$ cat config.mk
export PLATFORM = sky130hd
export DESIGN_NAME = fsic_front_flat
export DESIGN_NICKNAME = d
export VERILOG_FILES = /design/src/rtl/core/fsic_pkg.sv /design/src/rtl/core/fsic_if.sv /design/src/rtl/core/fsic_front.sv /design/src/flat_wrapper.sv
export SDC_FILE = /design/constraint.sdc
export NUM_CORES = 1
export LEC_CHECK = 0
export ABC_AREA = 1
export BUFFER_PORTS_ARGS = -buffer_cell sky130_fd_sc_hd__buf_2
export CAP_MARGIN = 20
export CORE_MARGIN = 10
export CORE_UTILIZATION = 52
export CTS_CLUSTER_SIZE = 25
export DETAILED_ROUTE_END_ITERATION = 7
export GPL_ROUTABILITY_DRIVEN = 0
export PLACE_DENSITY_LB_ADDON = 0.15
export SYNTH_ARGS = -nofsm -noshare
export SYNTH_HDL_FRONTEND = slang
export SYNTH_SLANG_ARGS = --single-unit
$ cat constraint.sdc
create_clock -name clk -period 3.25 [get_ports clk]
set_clock_uncertainty 0.1 [all_clocks]
set_input_delay 0.325 -clock clk [delete_from_list [all_inputs] [get_ports clk]]
set_output_delay 0.325 -clock clk [all_outputs]
set_load 0.01 [all_outputs]
$ cat src/rtl/core/fsic_pkg.sv
// Shared constants and types for the first-seen id compactor.
`timescale 1ns / 1ps
`default_nettype none
package fsic_pkg;

  localparam int TABLE_SIZE = 1024;
  localparam int ID_BITS    = 32;
  localparam int NODE_W     = 32;
  localparam int DENSE_W    = 10;
  localparam int IDX_W      = $clog2(TABLE_SIZE);
  localparam int CNT_W      = $clog2(TABLE_SIZE + 1);

  localparam int QDEPTH     = 2;
  localparam int QPTR_W     = (QDEPTH > 1) ? $clog2(QDEPTH) : 1;
  localparam int QCNT_W     = $clog2(QDEPTH + 1);

  typedef logic [ID_BITS-1:0] key_t;

  typedef struct packed {
    key_t key;
    logic batch_start;
  } fsic_item_t;

  typedef enum logic {
    ST_IDLE,
    ST_SCAN
  } fsic_state_t;

endpackage
`default_nettype wire

$ cat src/rtl/core/fsic_if.sv
// Valid/ready channel interfaces for the input and result words.
`timescale 1ns / 1ps
`default_nettype none
interface fsic_in_if;
  logic                      valid;
  logic                      ready;
  logic [fsic_pkg::NODE_W-1:0] node_id;
  logic                      batch_start;

  modport source (output valid, output node_id, output batch_start, input ready);
  modport sink   (input valid, input node_id, input batch_start, output ready);
endinterface

`default_nettype wire

$ cat src/rtl/core/fsic_front.sv
// Front end: accepts words, forms the lookup key and queues them for the back end.
`timescale 1ns / 1ps
`default_nettype none
module fsic_front (
  input  logic                 clk,
  input  logic                 rst_n,
  fsic_in_if.sink              in_ch,
  output logic                 q_vld,
  input  logic                 q_rdy,
  output fsic_pkg::fsic_item_t q_item
);
  import fsic_pkg::*;

  fsic_item_t          q_mem_r [QDEPTH];
  logic [QPTR_W-1:0]   wr_ptr_r, wr_ptr_nxt;
  logic [QPTR_W-1:0]   rd_ptr_r, rd_ptr_nxt;
  logic [QCNT_W-1:0]   cnt_r, cnt_nxt;
  logic                push, pop;
  fsic_item_t          new_item;

  // only the low ID_BITS of the node id take part in the lookup
  always_comb begin
    new_item.key         = key_t'(in_ch.node_id);
    new_item.batch_start = in_ch.batch_start;
  end

  assign in_ch.ready = (cnt_r != QCNT_W'(QDEPTH));
  assign q_vld       = (cnt_r != '0);
  assign q_item      = q_mem_r[rd_ptr_r];
  assign push        = in_ch.valid && in_ch.ready;
  assign pop         = q_vld && q_rdy;

  always_comb begin
    wr_ptr_nxt = wr_ptr_r;
    rd_ptr_nxt = rd_ptr_r;
    cnt_nxt    = cnt_r;
    if (push) begin
      wr_ptr_nxt = (wr_ptr_r == QPTR_W'(QDEPTH - 1)) ? '0 : wr_ptr_r + 1'b1;
    end
    if (pop) begin
      rd_ptr_nxt = (rd_ptr_r == QPTR_W'(QDEPTH - 1)) ? '0 : rd_ptr_r + 1'b1;
    end
    if (push && !pop) begin
      cnt_nxt = cnt_r + 1'b1;
    end else if (pop && !push) begin
      cnt_nxt = cnt_r - 1'b1;
    end
  end

  always_ff @(posedge clk) begin
    if (!rst_n) begin
      wr_ptr_r <= '0;
      rd_ptr_r <= '0;
      cnt_r    <= '0;
    end else begin
      wr_ptr_r <= wr_ptr_nxt;
      rd_ptr_r <= rd_ptr_nxt;
      cnt_r    <= cnt_nxt;
    end
  end

  always_ff @(posedge clk) begin
    if (push) begin
      q_mem_r[wr_ptr_r] <= new_item;
    end
  end

endmodule
`default_nettype wire

$ cat src/flat_wrapper.sv
// flat-port wrapper written by rule: the top's interface ports become plain ports
module fsic_front_flat import fsic_pkg::*;
  (clk, rst_n, q_vld, q_rdy, q_item, in_ch_valid, in_ch_node_id, in_ch_batch_start, in_ch_ready);
  fsic_in_if in_ch_i ();
  input  logic clk;
  input  logic rst_n;
  output logic q_vld;
  input  logic q_rdy;
  output fsic_pkg::fsic_item_t q_item;
  input wire logic [$bits(in_ch_i.valid)-1:0] in_ch_valid;
  input wire logic [$bits(in_ch_i.node_id)-1:0] in_ch_node_id;
  input wire logic [$bits(in_ch_i.batch_start)-1:0] in_ch_batch_start;
  output wire logic [$bits(in_ch_i.ready)-1:0] in_ch_ready;
  assign in_ch_i.valid = in_ch_valid;
  assign in_ch_i.node_id = in_ch_node_id;
  assign in_ch_i.batch_start = in_ch_batch_start;
  assign in_ch_ready = in_ch_i.ready;
  fsic_front u_core (.clk(clk), .rst_n(rst_n), .in_ch(in_ch_i), .q_vld(q_vld), .q_rdy(q_rdy), .q_item(q_item));
endmodule
==> run summary <==
The final hold violation count is 0. By area the synthesized netlist is led by sky130_fd_sc_hd__edfxtp_1, sky130_fd_sc_hd__mux2_4, sky130_fd_sc_hd__dfxtp_1. CTS saw 71 sinks.

The pin count of the biggest net entering global routing came out at 34. The relative contribution of combinational cells to total power came out at 0.267. STA classifies the critical path startpoint as a register. The starting utilization of the core area is 0.540.

The number of violations of the max-capacitance limit is 0. The actual slew at the worst max-slew pin came out at 948 ps. The routed design has 4880 um of wire.

Counting every net in the synthesized netlist gives 178. The filler cells instantiated in the layout total 389. Among all flip-flop cells after synthesis, the most frequent one is sky130_fd_sc_hd__edfxtp_1. The pre-CTS worst setup slack is 1260 ps. The clock-pin slew reported for the worst setup and hold paths after clock tree synthesis is 70 ps. For this run, the register share of the synthesized area comes to 0.750. The design internal power came out at 0.00175 W.

The worst path meets setup with 942 ps of slack. Yosys printed 0 warnings. The flip-flop and latch area is 0.00208 sq mm.

For this design the ratio of total power to cell area is 733 mW/mm^2. The path with the worst hold slack has its endpoint at u_core.q_mem_r[1][26]. The path depth of the worst reg2reg path came out at 4. Gates resized during post-CTS repair numbered 0. The worst register-to-register path begins at u_core.cnt_r[0].

The cell area that synthesis handed to floorplanning was 0.00278 sq mm. The number of cells on the worst hold path is 1. The achievable clock frequency came out at 0.433 GHz. The number of vias per cell after detailed routing came out at 4.85.

The number of global-route vias before repair is 1580. The final count of pins violating max slew is 0. The flip-flop and latch count after synthesis came out at 71. In this run the most critical hold path is launched from in_ch_node_id[25]. The run finished with clean final reports. For met1 alone, demand over resource in global routing was 0.112. In this run the deepest clock path goes through 2 buffers.

The count of buffers added by post-CTS timing repair for setup came out at 0. The overall track demand over capacity in global routing is 0.115. The clock period minus final worst setup slack is 2310 ps.

The post-cts hold buffer count is 0. Setup repair after global routing left no endpoint under its margin. The power share of the sequential group is 0.504. Synthesis handed over a netlist of 140 instances.

The count of unresolved DRC violations after routing is 0. CTS placed an instance of sky130_fd_sc_hd__clkbuf_8 at the clock tree root. The busiest layer in global routing is met2.

The height of the die is 93.1 um. The clock tree from TritonCTS is yes. The critical path is of the register to output pin type. The HPWL after detailed placement is 3550 um. For this run, global-route usage on met3 was measured as 0.0536. By count the netlist is led by sky130_fd_sc_hd__edfxtp_1, sky130_fd_sc_hd__mux2_4, sky130_fd_sc_hd__nand2_1. The total clock buffers created by CTS is 9. The row count is 26. The number of different library cells used by synthesis comes to 15. The initial antenna violation count is 0.

The count of pins on the block boundary came out at 72. sky130_fd_sc_hd__edfxtp_1 is the most common cell in the netlist. The x dimension of the die is 93.1 um. The worst hold path belongs to the class input pin to register. In this run the remaining antenna-violating nets after routing total 0.

The proportion of total power due to net switching came out at 0.283. The met2 track utilization from global routing came out at 0.197. The proportion of register bits with asynchronous set or reset after synthesis came out at 0. The endpoint identified for the worst register-to-register timing path is u_core.q_mem_r[0][1]. The setup-violating endpoint count in the final report is 0.

At the worst endpoint, the arrival time is 1880 ps. The remaining global-route overflow is 0. The largest fanout on the critical path came out at 17.

The mean instance size in the synthesized netlist is 19.8 sq um. The via count of the routed design came out at 1426. Setup slack on the worst reg-to-reg path comes out at 1300 ps. The first detailed-routing pass ran for 4 iterations. The floorplan step defined a core boundary enclosing 0.00514 sq mm.

The total negative setup slack is 0 ps. Of the total power, the clock network draws 0.229. The area overhead of the layout relative to synthesis came out at 19.8%. The required time at the endpoint of the critical path is 2820 ps. The total die area came out at 0.00866 sq mm. The later-pin clock latency in the skew report is 330 ps. The number of violations reported at the end of detailed-routing iteration 0 came out at 69. The count of antenna diodes in the layout is 0.

STA classifies the critical path endpoint as an output pin. In the finished design, the share of the clock period the worst path needs comes to 0.710. The tightest slew margin relative to the limit is 0.367. The power dissipated by switching net loads is 0.000690 W. The routed wirelength normalized by instance count came out at 16.6 um. CTS built an H-tree with a depth of 3. The fraction of final layout cells sized beyond drive strength 1 is 0.540.

The worst-case vdd ir drop came out at 0.440 mV. The wire length of the first global-routing pass came out at 7570 um. In this run, synthesis inferred 66 flip-flops with an integrated enable. The final net count came out at 257.

Of all cell types, the one taking the most synthesized area is sky130_fd_sc_hd__edfxtp_1. Of the post-synthesis cell area, the dominant cell type holds 0.714. The leakage power is 1.34 nW. Hold is met by 71.7 ps. The multi-input logic area came out at 609 sq um.

The count of input and output buffers is 71.
metal layers:
| metal | wire length (um) | vias to the layer above | part of all wire |
|---|---|---|---|
| met5 | 0 | - | 0 |
| met4 | 110 | 0 | 0.023 |
| met3 | 373 | 10 | 0.076 |
| met2 | 2620 | 54 | 0.54 |
| met1 | 1780 | 683 | 0.36 |
| li1 | - | 679 | - |
sequential cells by signal (all words and copies together) (netlist names), named ones only:
signal	flops
u_core.q_mem_r	66
u_core.cnt_r	2
u_core.rd_ptr_r	1
u_core.wr_ptr_r	1
worst max-delay path by stage:
stage / from / to / slack, ps
6_report: register / q_item[6] / 940
5_1_grt: register / q_item[6] / 840
4_1_cts: register / q_item[6] / 890
3_5_place_dp: register / q_item[6] / 1260
3_3_place_gp: register / q_item[11] / 1300
2_1_floorplan: u_core.cnt_r[0] / u_core.q_mem_r[0][0] / 690
critical path, stage by stage, from the launching register on:
cell,delay [ps]
sky130_fd_sc_hd__dfxtp_2,660
sky130_fd_sc_hd__buf_4,410
sky130_fd_sc_hd__mux2_4,340
sky130_fd_sc_hd__buf_2,140
final cells by class:
cell class	count	area share
Clock buffer	10	0.0383
Clock inverter	6	0.00827
Inverter	8	0.00902
Multi-Input combinational cell	57	0.183
Sequential cell	71	0.626
Tap cell	70	0.0263
Timing Repair Buffer	72	0.109
kinds of logic (layout without fill, tap and decap cells):
| family | after synthesis | in the layout | share of synthesized area |
|---|---|---|---|
| AOI/OAI and AO/OA | 4 | 4 | 0.00811 |
| buffers and inverters | 12 | 96 | 0.0365 |
| adders and majority gates | 1 | 1 | 0.00450 |
| muxes | 33 | 33 | 0.174 |
| and+or+nand+nor | 19 | 19 | 0.0270 |
| DFF | 71 | 71 | 0.750 |
layout by cell type, fill, tap and decap left out:
master	netlist	final
sky130_fd_sc_hd__mux2_4	30	30
sky130_fd_sc_hd__nor2_1	8	6
sky130_fd_sc_hd__o21a_1	1	1
sky130_fd_sc_hd__buf_2	0	71
sky130_fd_sc_hd__a21oi_1	1	1
sky130_fd_sc_hd__clkbuf_8	0	9
sky130_fd_sc_hd__dfxtp_1	5	4
sky130_fd_sc_hd__nor2_4	0	2
sky130_fd_sc_hd__nand4_1	1	1
sky130_fd_sc_hd__nand2_1	9	9
sky130_fd_sc_hd__o21ai_0	2	2
sky130_fd_sc_hd__buf_4	0	1
sky130_fd_sc_hd__dfxtp_2	0	1
sky130_fd_sc_hd__clkbuf_1	0	1
sky130_fd_sc_hd__clkinv_1	0	2
sky130_fd_sc_hd__ha_1	1	1
sky130_fd_sc_hd__edfxtp_1	66	66
sky130_fd_sc_hd__mux2_2	3	3
sky130_fd_sc_hd__clkinv_2	0	4
sky130_fd_sc_hd__inv_1	8	8
sky130_fd_sc_hd__nand3_1	1	1
power by group through the flow:
| stage | Sequential, W | Combinational [W] | Clock (W) |
|---|---|---|---|
| 6_report | 0.00123 | 0.000651 | 0.000558 |
| 5_1_grt | 0.00125 | 0.000707 | 0.000617 |
| 4_1_cts | 0.00123 | 0.000667 | 0.000570 |
| 3_5_place_dp | 0.00125 | 0.000664 | 0 |
| 3_3_place_gp | 0.00124 | 0.000640 | 0 |
| 2_1_floorplan | 0.00121 | 0.000507 | 0 |
per-stage QoR:
step                      utilization  power, W  area, sq um  instances
after floorplan                     -   0.00172         2780        140
after global placement          0.617   0.00188         3170        278
after detailed placement        0.617   0.00192         3170        278
after CTS                       0.648   0.00247         3330        294
after global routing            0.648   0.00257         3330        294
final                           0.648   0.00244         3330        294
Note: power is estimated with default switching activity, not from simulation.
